<file path="config.mk">
export PLATFORM = sky130hd
export DESIGN_NAME = bounded_array_list_engine
export DESIGN_NICKNAME = d
export VERILOG_FILES = /design/src/hdl/bale_pkg.sv /design/src/hdl/bale_ram.sv /design/src/hdl/bale_datapath.sv /design/src/hdl/bale_ctrl.sv /design/src/hdl/bounded_array_list_engine.sv
export SDC_FILE = /design/constraint.sdc
export NUM_CORES = 2
export LEC_CHECK = 0
export ABC_AREA = 0
export ABC_CLOCK_PERIOD_IN_PS = 7300
export BUFFER_PORTS_ARGS = -buffer_cell sky130_fd_sc_hd__clkbuf_2
export CORE_UTILIZATION = 40
export DETAILED_ROUTE_END_ITERATION = 10
export PLACE_DENSITY = 0.56
export SYNTH_ARGS = -nofsm -noshare
export SYNTH_HDL_FRONTEND = slang
export SYNTH_SLANG_ARGS = --single-unit
</file>
<file path="constraint.sdc">
create_clock -name clk -period 7.3 [get_ports clk]
set_clock_uncertainty 0.15 [all_clocks]
set_input_delay 0.365 -clock clk [delete_from_list [all_inputs] [get_ports clk]]
set_output_delay 0.365 -clock clk [all_outputs]
set_load 0.1 [all_outputs]
</file>
<file path="src/hdl/bale_pkg.sv">
package bale_pkg;

    // Command codes carried in the cmd field
    typedef enum logic [3:0] {
        CMD_APPEND  = 4'd0,
        CMD_POP     = 4'd1,
        CMD_READ    = 4'd2,
        CMD_WRITE   = 4'd3,
        CMD_INSERT  = 4'd4,
        CMD_DELAT   = 4'd5,
        CMD_FIND    = 4'd6,
        CMD_DELVAL  = 4'd7,
        CMD_REPLACE = 4'd8,
        CMD_DEDUP   = 4'd9,
        CMD_SORT    = 4'd10,
        CMD_CLEAR   = 4'd11
    } cmd_t;

    localparam int unsigned DATA_W = 32;
    localparam int unsigned POS_W  = 6;
    localparam int unsigned LEN_W  = 7;

    typedef struct packed {
        logic [3:0]               cmd;
        logic [POS_W-1:0]         position;
        logic signed [DATA_W-1:0] value;
        logic signed [DATA_W-1:0] new_value;
    } in_item_t;

    typedef struct packed {
        logic                     status;
        logic signed [DATA_W-1:0] read_value;
        logic [POS_W-1:0]         found_position;
        logic [LEN_W-1:0]         list_length;
    } out_item_t;

    // Micro-operations issued by the controller to the datapath
    typedef enum logic [5:0] {
        OP_NONE,
        OP_LOAD,
        OP_FAIL,
        OP_APPEND,
        OP_POP,
        OP_RD_POS,
        OP_CAP_RD,
        OP_WR_POS,
        OP_INS_INIT,
        OP_INS_RD,
        OP_INS_WR,
        OP_INS_PUT,
        OP_DEL_INIT,
        OP_DEL_RD,
        OP_DEL_WR,
        OP_DEL_END,
        OP_SCAN_INIT,
        OP_SCAN_RD,
        OP_SCAN_NEXT,
        OP_SET_FPOS,
        OP_REPL,
        OP_DD_INIT,
        OP_DD_RD,
        OP_DD_HOLD,
        OP_DD_SCAN,
        OP_DD_SKIP,
        OP_DD_KNEXT,
        OP_DD_KEEP,
        OP_DD_END,
        OP_SRT_INIT,
        OP_SRT_PASS,
        OP_SRT_LOAD,
        OP_SRT_CMP,
        OP_SRT_END,
        OP_CLEAR,
        OP_EMIT
    } dp_op_t;

    // Conditions reported by the datapath
    typedef struct packed {
        logic [3:0] cmd;
        logic       full;
        logic       empty;
        logic       pos_lt_cnt;
        logic       pos_le_cnt;
        logic       i_gt_pos;
        logic       del_more;
        logic       i_lt_cnt;
        logic       k_lt_j;
        logic       j_zero;
        logic       cnt_le1;
        logic       rd_eq_val;
        logic       rd_eq_hold;
        logic       last_step;
        logic       out_free;
    } dp_status_t;

endpackage

</file>
<file path="src/hdl/bale_ram.sv">
module bale_ram #(
    parameter int unsigned WIDTH = 32,
    parameter int unsigned DEPTH = 64
) (
    input  logic                     clk,
    input  logic                     we,
    input  logic [$clog2(DEPTH)-1:0] waddr,
    input  logic [WIDTH-1:0]         wdata,
    input  logic [$clog2(DEPTH)-1:0] raddr,
    output logic [WIDTH-1:0]         rdata
);

    logic [WIDTH-1:0] mem [DEPTH];

    // Write one entry, register the read
    always_ff @(posedge clk)
    begin
        if (we)
        begin
            mem[waddr] <= wdata;
        end
        rdata <= mem[raddr];
    end

endmodule

</file>
<file path="src/hdl/bale_datapath.sv">
module bale_datapath #(
    parameter int unsigned LIST_DEPTH = 64
) (
    input  logic                 clk,
    input  logic                 rst_n,
    input  bale_pkg::in_item_t   in_data,
    input  bale_pkg::dp_op_t     op,
    output bale_pkg::dp_status_t status,
    input  logic                 out_ready,
    output logic                 out_valid,
    output bale_pkg::out_item_t  out_data
);

    import bale_pkg::*;

    localparam int unsigned AW = $clog2(LIST_DEPTH);
    localparam int unsigned IW = $clog2(LIST_DEPTH + 1);

    logic [3:0]        cmd_reg;
    logic [POS_W-1:0]  pos_reg;
    logic [DATA_W-1:0] val_reg;
    logic [DATA_W-1:0] nval_reg;
    logic [IW-1:0]     count_reg;
    logic [IW-1:0]     i_reg;
    logic [IW-1:0]     j_reg;
    logic [IW-1:0]     k_reg;
    logic [DATA_W-1:0] hold_reg;
    logic              fail_reg;
    logic [DATA_W-1:0] rdv_reg;
    logic [POS_W-1:0]  fpos_reg;
    logic              out_valid_reg;
    out_item_t         out_data_reg;

    logic              we;
    logic [AW-1:0]     waddr;
    logic [DATA_W-1:0] wdata;
    logic [AW-1:0]     raddr;
    logic [DATA_W-1:0] rdata;
    logic              swap;

    bale_ram #(
        .WIDTH (DATA_W),
        .DEPTH (LIST_DEPTH)
    ) u_ram (
        .clk   (clk),
        .we    (we),
        .waddr (waddr),
        .wdata (wdata),
        .raddr (raddr),
        .rdata (rdata)
    );

    assign swap = $signed(hold_reg) > $signed(rdata);

    // Report conditions to the controller
    always_comb
    begin
        status.cmd        = cmd_reg;
        status.full       = (count_reg == IW'(LIST_DEPTH));
        status.empty      = (count_reg == '0);
        status.pos_lt_cnt = (32'(pos_reg) < 32'(count_reg));
        status.pos_le_cnt = (32'(pos_reg) <= 32'(count_reg));
        status.i_gt_pos   = (32'(i_reg) > 32'(pos_reg));
        status.del_more   = ((32'(i_reg) + 32'd1) < 32'(count_reg));
        status.i_lt_cnt   = (i_reg < count_reg);
        status.k_lt_j     = (k_reg < j_reg);
        status.j_zero     = (j_reg == '0);
        status.cnt_le1    = (32'(count_reg) <= 32'd1);
        status.rd_eq_val  = (rdata == val_reg);
        status.rd_eq_hold = (rdata == hold_reg);
        status.last_step  = ((32'(i_reg) + 32'd1) == 32'(j_reg));
        status.out_free   = !out_valid_reg || out_ready;
    end

    // Select memory write and read addresses
    always_comb
    begin
        we    = 1'b0;
        waddr = AW'(i_reg);
        wdata = hold_reg;
        raddr = '0;
        case (op)
            OP_APPEND:
            begin
                we    = 1'b1;
                waddr = AW'(count_reg);
                wdata = val_reg;
            end
            OP_WR_POS, OP_INS_PUT:
            begin
                we    = 1'b1;
                waddr = AW'(pos_reg);
                wdata = val_reg;
            end
            OP_INS_WR, OP_DEL_WR:
            begin
                we    = 1'b1;
                wdata = rdata;
            end
            OP_REPL:
            begin
                we    = 1'b1;
                wdata = nval_reg;
            end
            OP_DD_KEEP:
            begin
                we    = 1'b1;
                waddr = AW'(j_reg);
            end
            OP_SRT_CMP:
            begin
                we    = 1'b1;
                wdata = swap ? rdata : hold_reg;
                raddr = AW'(i_reg + IW'(2));
            end
            OP_SRT_END:
            begin
                we    = 1'b1;
            end
            OP_RD_POS:  raddr = AW'(pos_reg);
            OP_INS_RD:  raddr = AW'(i_reg - IW'(1));
            OP_DEL_RD:  raddr = AW'(i_reg + IW'(1));
            OP_SCAN_RD: raddr = AW'(i_reg);
            OP_DD_RD:   raddr = AW'(i_reg);
            OP_DD_SCAN: raddr = AW'(k_reg);
            OP_SRT_LOAD: raddr = AW'(i_reg + IW'(1));
            default:
            begin
                we = 1'b0;
            end
        endcase
    end

    // Advance counters, hold registers and the result
    always_ff @(posedge clk or negedge rst_n)
    begin
        if (!rst_n)
        begin
            cmd_reg       <= '0;
            pos_reg       <= '0;
            val_reg       <= '0;
            nval_reg      <= '0;
            count_reg     <= '0;
            i_reg         <= '0;
            j_reg         <= '0;
            k_reg         <= '0;
            hold_reg      <= '0;
            fail_reg      <= 1'b0;
            rdv_reg       <= '0;
            fpos_reg      <= '0;
            out_valid_reg <= 1'b0;
            out_data_reg  <= '0;
        end
        else
        begin
            if (out_ready)
            begin
                out_valid_reg <= 1'b0;
            end
            case (op)
                OP_LOAD:
                begin
                    cmd_reg  <= in_data.cmd;
                    pos_reg  <= in_data.position;
                    val_reg  <= in_data.value;
                    nval_reg <= in_data.new_value;
                    fail_reg <= 1'b0;
                    rdv_reg  <= '0;
                    fpos_reg <= '0;
                end
                OP_FAIL:      fail_reg  <= 1'b1;
                OP_APPEND:    count_reg <= count_reg + IW'(1);
                OP_POP:       count_reg <= count_reg - IW'(1);
                OP_CAP_RD:    rdv_reg   <= rdata;
                OP_INS_INIT:  i_reg     <= count_reg;
                OP_INS_WR:    i_reg     <= i_reg - IW'(1);
                OP_INS_PUT:   count_reg <= count_reg + IW'(1);
                OP_DEL_INIT:  i_reg     <= IW'(pos_reg);
                OP_DEL_WR:    i_reg     <= i_reg + IW'(1);
                OP_DEL_END:   count_reg <= count_reg - IW'(1);
                OP_SCAN_INIT: i_reg     <= '0;
                OP_SCAN_NEXT: i_reg     <= i_reg + IW'(1);
                OP_SET_FPOS:  fpos_reg  <= POS_W'(i_reg);
                OP_DD_INIT:
                begin
                    i_reg <= '0;
                    j_reg <= '0;
                end
                OP_DD_HOLD:
                begin
                    hold_reg <= rdata;
                    k_reg    <= '0;
                end
                OP_DD_SKIP:   i_reg <= i_reg + IW'(1);
                OP_DD_KNEXT:  k_reg <= k_reg + IW'(1);
                OP_DD_KEEP:
                begin
                    j_reg <= j_reg + IW'(1);
                    i_reg <= i_reg + IW'(1);
                end
                OP_DD_END:    count_reg <= j_reg;
                OP_SRT_INIT:  j_reg     <= count_reg - IW'(1);
                OP_SRT_PASS:  i_reg     <= '0;
                OP_SRT_LOAD:  hold_reg  <= rdata;
                OP_SRT_CMP:
                begin
                    if (!swap)
                    begin
                        hold_reg <= rdata;
                    end
                    i_reg <= i_reg + IW'(1);
                end
                OP_SRT_END:   j_reg     <= j_reg - IW'(1);
                OP_CLEAR:     count_reg <= '0;
                OP_EMIT:
                begin
                    out_valid_reg               <= 1'b1;
                    out_data_reg.status         <= fail_reg;
                    out_data_reg.read_value     <= rdv_reg;
                    out_data_reg.found_position <= fpos_reg;
                    out_data_reg.list_length    <= LEN_W'(count_reg);
                end
                default:
                begin
                    fail_reg <= fail_reg;
                end
            endcase
        end
    end

    assign out_valid = out_valid_reg;
    assign out_data  = out_data_reg;

endmodule

</file>
<file path="src/hdl/bale_ctrl.sv">
module bale_ctrl (
    input  logic                 clk,
    input  logic                 rst_n,
    input  logic                 in_valid,
    output logic                 in_ready,
    input  bale_pkg::dp_status_t status,
    output bale_pkg::dp_op_t     op
);

    import bale_pkg::*;

    typedef enum logic [17:0] {
        S_IDLE     = 18'd1 << 0,
        S_DECODE   = 18'd1 << 1,
        S_RD_WAIT  = 18'd1 << 2,
        S_INS_RD   = 18'd1 << 3,
        S_INS_WR   = 18'd1 << 4,
        S_DEL_RD   = 18'd1 << 5,
        S_DEL_WR   = 18'd1 << 6,
        S_SCAN_RD  = 18'd1 << 7,
        S_SCAN_CMP = 18'd1 << 8,
        S_DD_RD    = 18'd1 << 9,
        S_DD_HOLD  = 18'd1 << 10,
        S_DD_SCAN  = 18'd1 << 11,
        S_DD_CMP   = 18'd1 << 12,
        S_SRT_PASS = 18'd1 << 13,
        S_SRT_LOAD = 18'd1 << 14,
        S_SRT_CMP  = 18'd1 << 15,
        S_SRT_END  = 18'd1 << 16,
        S_FIN      = 18'd1 << 17
    } state_t;

    state_t state_reg;
    state_t state_next;

    assign in_ready = (state_reg == S_IDLE);

    // Pick the micro-operation and the next state
    always_comb
    begin
        op         = OP_NONE;
        state_next = state_reg;
        case (state_reg)
            S_IDLE:
            begin
                if (in_valid)
                begin
                    op         = OP_LOAD;
                    state_next = S_DECODE;
                end
            end
            S_DECODE:
            begin
                state_next = S_FIN;
                case (status.cmd)
                    CMD_APPEND:  op = status.full ? OP_FAIL : OP_APPEND;
                    CMD_POP:     op = status.empty ? OP_FAIL : OP_POP;
                    CMD_WRITE:   op = status.pos_lt_cnt ? OP_WR_POS : OP_FAIL;
                    CMD_CLEAR:   op = OP_CLEAR;
                    CMD_READ:
                    begin
                        if (status.pos_lt_cnt)
                        begin
                            op         = OP_RD_POS;
                            state_next = S_RD_WAIT;
                        end
                        else
                        begin
                            op = OP_FAIL;
                        end
                    end
                    CMD_INSERT:
                    begin
                        if (!status.full && status.pos_le_cnt)
                        begin
                            op         = OP_INS_INIT;
                            state_next = S_INS_RD;
                        end
                        else
                        begin
                            op = OP_FAIL;
                        end
                    end
                    CMD_DELAT:
                    begin
                        if (status.pos_lt_cnt)
                        begin
                            op         = OP_DEL_INIT;
                            state_next = S_DEL_RD;
                        end
                        else
                        begin
                            op = OP_FAIL;
                        end
                    end
                    CMD_FIND, CMD_DELVAL, CMD_REPLACE:
                    begin
                        op         = OP_SCAN_INIT;
                        state_next = S_SCAN_RD;
                    end
                    CMD_DEDUP:
                    begin
                        op         = OP_DD_INIT;
                        state_next = S_DD_RD;
                    end
                    CMD_SORT:
                    begin
                        if (!status.cnt_le1)
                        begin
                            op         = OP_SRT_INIT;
                            state_next = S_SRT_PASS;
                        end
                    end
                    default:     op = OP_FAIL;
                endcase
            end
            S_RD_WAIT:
            begin
                op         = OP_CAP_RD;
                state_next = S_FIN;
            end
            // Shift the tail up one entry at a time, top first
            S_INS_RD:
            begin
                if (status.i_gt_pos)
                begin
                    op         = OP_INS_RD;
                    state_next = S_INS_WR;
                end
                else
                begin
                    op         = OP_INS_PUT;
                    state_next = S_FIN;
                end
            end
            S_INS_WR:
            begin
                op         = OP_INS_WR;
                state_next = S_INS_RD;
            end
            // Shift the tail down one entry at a time
            S_DEL_RD:
            begin
                if (status.del_more)
                begin
                    op         = OP_DEL_RD;
                    state_next = S_DEL_WR;
                end
                else
                begin
                    op         = OP_DEL_END;
                    state_next = S_FIN;
                end
            end
            S_DEL_WR:
            begin
                op         = OP_DEL_WR;
                state_next = S_DEL_RD;
            end
            // Walk the list for the first match
            S_SCAN_RD:
            begin
                if (status.i_lt_cnt)
                begin
                    op         = OP_SCAN_RD;
                    state_next = S_SCAN_CMP;
                end
                else
                begin
                    op         = OP_FAIL;
                    state_next = S_FIN;
                end
            end
            S_SCAN_CMP:
            begin
                if (status.rd_eq_val)
                begin
                    case (status.cmd)
                        CMD_FIND:
                        begin
                            op         = OP_SET_FPOS;
                            state_next = S_FIN;
                        end
                        CMD_REPLACE:
                        begin
                            op         = OP_REPL;
                            state_next = S_FIN;
                        end
                        default:
                        begin
                            state_next = S_DEL_RD;
                        end
                    endcase
                end
                else
                begin
                    op         = OP_SCAN_NEXT;
                    state_next = S_SCAN_RD;
                end
            end
            // Compact: keep an entry only if it is not already kept
            S_DD_RD:
            begin
                if (status.i_lt_cnt)
                begin
                    op         = OP_DD_RD;
                    state_next = S_DD_HOLD;
                end
                else
                begin
                    op         = OP_DD_END;
                    state_next = S_FIN;
                end
            end
            S_DD_HOLD:
            begin
                op         = OP_DD_HOLD;
                state_next = S_DD_SCAN;
            end
            S_DD_SCAN:
            begin
                if (status.k_lt_j)
                begin
                    op         = OP_DD_SCAN;
                    state_next = S_DD_CMP;
                end
                else
                begin
                    op         = OP_DD_KEEP;
                    state_next = S_DD_RD;
                end
            end
            S_DD_CMP:
            begin
                if (status.rd_eq_hold)
                begin
                    op         = OP_DD_SKIP;
                    state_next = S_DD_RD;
                end
                else
                begin
                    op         = OP_DD_KNEXT;
                    state_next = S_DD_SCAN;
                end
            end
            // Bubble passes carrying the running maximum
            S_SRT_PASS:
            begin
                if (status.j_zero)
                begin
                    state_next = S_FIN;
                end
                else
                begin
                    op         = OP_SRT_PASS;
                    state_next = S_SRT_LOAD;
                end
            end
            S_SRT_LOAD:
            begin
                op         = OP_SRT_LOAD;
                state_next = S_SRT_CMP;
            end
            S_SRT_CMP:
            begin
                op         = OP_SRT_CMP;
                state_next = status.last_step ? S_SRT_END : S_SRT_CMP;
            end
            S_SRT_END:
            begin
                op         = OP_SRT_END;
                state_next = S_SRT_PASS;
            end
            S_FIN:
            begin
                if (status.out_free)
                begin
                    op         = OP_EMIT;
                    state_next = S_IDLE;
                end
            end
            default:
            begin
                state_next = S_IDLE;
            end
        endcase
    end

    always_ff @(posedge clk or negedge rst_n)
    begin
        if (!rst_n)
        begin
            state_reg <= S_IDLE;
        end
        else
        begin
            state_reg <= state_next;
        end
    end

endmodule

</file>
<file path="src/hdl/bounded_array_list_engine.sv">
// Bounded list of signed 32-bit values held in a single-port-write RAM.
// Commands enter on the in channel (in_valid/in_ready, one in_item_t per
// transaction); each command returns exactly one out_item_t on the out
// channel (out_valid/out_ready) with status, read value, found position
// and the list length after the command.
// One command is processed at a time. Insert and delete at shift the
// tail one entry at a time; find, replace and delete value scan from the
// front for the first match; dedup compacts the list, keeping an entry
// only if it is not already kept; sort runs bubble passes. The RAM has
// one read port, with a registered read.
// A new command is taken once the previous result sits in the output
// register; if out_ready stays low, the next result waits and input stalls.
// Reset clears the length to zero; RAM contents are not cleared.
module bounded_array_list_engine #(
    parameter int unsigned LIST_DEPTH = 64
) (
    input  logic                clk,
    input  logic                rst_n,
    input  logic                in_valid,
    output logic                in_ready,
    input  bale_pkg::in_item_t  in_data,
    output logic                out_valid,
    input  logic                out_ready,
    output bale_pkg::out_item_t out_data
);

    import bale_pkg::*;

    dp_op_t     op;
    dp_status_t status;

    bale_ctrl u_ctrl (
        .clk      (clk),
        .rst_n    (rst_n),
        .in_valid (in_valid),
        .in_ready (in_ready),
        .status   (status),
        .op       (op)
    );

    bale_datapath #(
        .LIST_DEPTH (LIST_DEPTH)
    ) u_datapath (
        .clk       (clk),
        .rst_n     (rst_n),
        .in_data   (in_data),
        .op        (op),
        .status    (status),
        .out_ready (out_ready),
        .out_valid (out_valid),
        .out_data  (out_data)
    );

endmodule

</file>
==> results.md <==
* Final Core Density at 48.6%
* CTS tree: yes
* FILL cells at 19900
* Max reg flops at 2048
* Slowest Stage Delay on Critical Path at 660 ps
* # port buffers at 125
* CTS buffer count at 236
* Min-delay worst type: input port to register
* Layout area overhead at 20.2%
* Per-cell routed wire length at 30.5 um
* Most frequent cell after synthesis: edfxtp_1
* Area of placed instances at 0.106 mm2
* Post-synth cell types at 101
* Row Count at 178
* Final setup TNS at 0 ps
* Critical path launch point type: register
* # nets final at 7382
* Post-synthesis area per instance at 14.7 um2
* Comb power frac at 23.0%
* VDD IR max at 0.312 mV
* Reg area at 0.0681 mm2
* Actual slew at the worst max-slew pin at 1180 ps
* Psw at 11.5 mW
* Buf/Inv on CP at 7
* Die width at 490 um
* Via/cell ratio at 5.89
* Overall Power at 36.3 mW
* Syn Std Cell Area at 0.0952 mm2
* Placed insts at 10000
* Int Pwr at 24.8 mW
* Asr flop ratio synth at 10.3%
* Die ar. at 0.240 mm2
* Worst r2r src: u_datapath.u_ram.rdata[12]
* RSZ-0062 raised after global routing: false
* CP Max Fanout at 43
* Boundary Pins at 126
* Tot GR Track Use at 26.3%
* Sequential power share at 45.1%
* Type of destination of the critical path: register
* Clock share of power at 31.9%
* Cell taking the most area after synthesis: edfxtp_1
* Max-slew violations at 0
* Pleak at 44.2 nW
* H-tree depth at 4
* Hold Path Cell Cnt at 3
* GRT overflow at 0
* Critical Path AT at 7790 ps
* Core box area at 0.236 mm2
* Routed vias at 62400
* Drt drc at 0
* Endpoints failing setup at 0
* Delay-heaviest family, CP: simple AND/OR/NAND/NOR gates
* Sequential area share after synthesis at 71.5%
* Sw Ratio at 31.7%
* Non-Filler Instances at 10600
* Post-synthesis cell count at 6490
* Routed Antenna Nets at 0
* Clock sink count at 2318
* Final Cell Area at 0.115 mm2
* CP Data Required Time at 7870 ps
* RR Endpoint: u_datapath.u_ram.rdata[8]
* Pin count of the biggest net entering global routing at 165
* Top post-synthesis cells by area: edfxtp_1 65%, dfrtp_1 6.2%, mux2i_1 5.9%
* Rel. slew slack at 20.5%
* Area of the multi-input gates at 0.0258 mm2
* Fin crit share at 98.8%
* Synth warn at 0
* Max Cap Viol at 0
* Post-Route WL at 323000 um
* EDFF count, synth at 2048
* Latest clock arrival within the worst-skew pair at 910 ps
* Fin. Hold Viols at 0
* First-pass GRT wire length at 453000 um
* Clock-pin slew on the worst setup and hold paths at 60 ps
* Vias in the first global route at 59300
* Layout cell share with drive strength beyond 1 at 19.9%
* Postcts setup bufs at 0
* Status: complete, no violations
* Kind of critical path: register to register
* Slowest library cell on the worst path: nor4_2
* Initial core utilization at 40.4%
* CP dominant cell by count: buf_4
* CTS root buffer: clkbuf_16
* Placer Congestion at 0.930
* Initial antenna violation count at 23
* Ys flop type: edfxtp_1
* Drt first pass iters at 6
* Hold_sp: in_data[28]
* R2R cell count at 22
* Syn nets at 6646
* Minimum clock period at 7220 ps
* DR iter-0 viols at 7688
* Seq cells post-synth at 2318
* Hold Crit Endpoint: u_datapath.nval_reg[28]
* Clock Tree Buf Depth at 3
* Die span in y at 490 um
* Synth top cells by count: 2048 x edfxtp_1, 869 x nand2_1, 559 x mux2i_1
* Flop2flop setup slack at 80 ps
* Crit-path cells: inv_1 -> ha_1 -> nand4_1 -> nor4_1 -> buf_4 -> a2111o_1 -> nand3b_1 -> or4_4 -> or4_1 -> nand3_2 -> a211oi_4 -> a2111oi_4 -> buf_4 -> buf_12 -> buf_4 -> buf_4 -> a221oi_1 -> or3_1 -> o31ai_1 -> a2111oi_0 -> buf_4 -> nor4_2
* Power density over the cells at 317 mW/mm2
* Top-area cell type share of the netlist area at 64.6%
* Fmax at 139 MHz
* DP Wirelength at 212000 um
## layer usage
layer / global-route usage [%] / part of all wire [%] / routed length, um
met3: 3.74 / 8.4 / 27100
met5: 0 / 0.042 / 135
met2: 41.0 / 46 / 148000
met4: 10.1 / 4.1 / 13200
met1: 37.1 / 42 / 134000
## area by class of cell
type	instances	area share, %
antenna	12	0.0262
clock buffer	313	5.54
clock inverter	125	0.889
inverter	79	0.259
multi-input combinational	3695	22.6
sequential	2318	59.5
tap	3150	3.44
timing repair buffer	896	7.81
## worst reg2reg max path: cells and delay by family, from the launching register on
kind / cells / cell delay (ps)
fa+ha+maj: 1 / 360
simple gates: 8 / 3210
compound gates: 6 / 1140
flops: 1 / 600
buf+inv: 7 / 1560
## worst max path at each step
stage,startpoint,end,slack [ps],cells past startpoint
global route,u_datapath.u_ram.rdata[12],u_datapath.u_ram.rdata[8],10,22
global placement,u_datapath.u_ram.rdata[15],u_datapath.u_ram.rdata[13],-720,22
CTS,u_datapath.u_ram.rdata[15],u_datapath.u_ram.rdata[24],40,22
detailed placement,u_datapath.u_ram.rdata[15],u_datapath.u_ram.rdata[1],-660,21
floorplan,u_datapath.i_reg[3],u_datapath.u_ram.mem[20][0],730,19
finish,u_datapath.u_ram.rdata[12],u_datapath.u_ram.rdata[8],80,22
## stage by stage
stage | hold WS [ps] | setup WS [ps]
finish | 86.1 | 84.2
global route | 70.1 | 9.93
CTS | 2.98 | 39.0
detailed placement | 268 | -662
global placement | 254 | -724
floorplan | -80.6 | 734
## timing repair
| item | in CTS | in global routing |
|---|---|---|
| endpoints found under the setup margin | 17 | 14 |
| hold buffers | 91 | 0 |
| resized for setup | 24 | 3 |
| endpoints found under the hold margin | 158 | 0 |
## placed cells by master (no fill, tap or decap), drive strengths merged, types with 44 or more instances in the layout
cell | netlist | routed
o22ai | 197 | 197
a221oi | 138 | 138
o21ai | 103 | 103
dfrtp | 237 | 237
mux2i | 559 | 559
dlygate4sd3 | 0 | 90
nor4 | 122 | 122
o2111ai | 59 | 59
clkbuf | 171 | 437
nor2 | 141 | 141
clkinv | 2 | 104
nand3 | 257 | 257
mux2 | 144 | 144
a21oi | 175 | 175
edfxtp | 2048 | 2048
ha | 77 | 77
a22o | 51 | 51
and2 | 46 | 46
and3 | 44 | 44
nand2 | 869 | 869
a31oi | 56 | 56
buf | 227 | 682
inv | 77 | 83
## power by group through the flow
stage               sequential (mW)  clock (mW)  combinational, mW
floorplan                      16.8           0               3.66
global placement               16.6           0               8.02
detailed placement             16.6           0               8.09
CTS                            16.4        11.7               8.24
global route                   16.4        12.2               8.70
finish                         16.4        11.6               8.35
## cells by family after synthesis
group                      after synthesis  share of synthesized area, %
muxes                                  703                          7.58
AOI/OAI and AO/OA                     1099                          8.23
DFF                                   2318                          71.5
and+or+nand+nor                       1751                          8.75
buffers and inverters                  477                          2.31
xor gates and xnor gates                64                         0.589
adders and majority gates               78                          1.03
(Power assumes the default switching activity.)
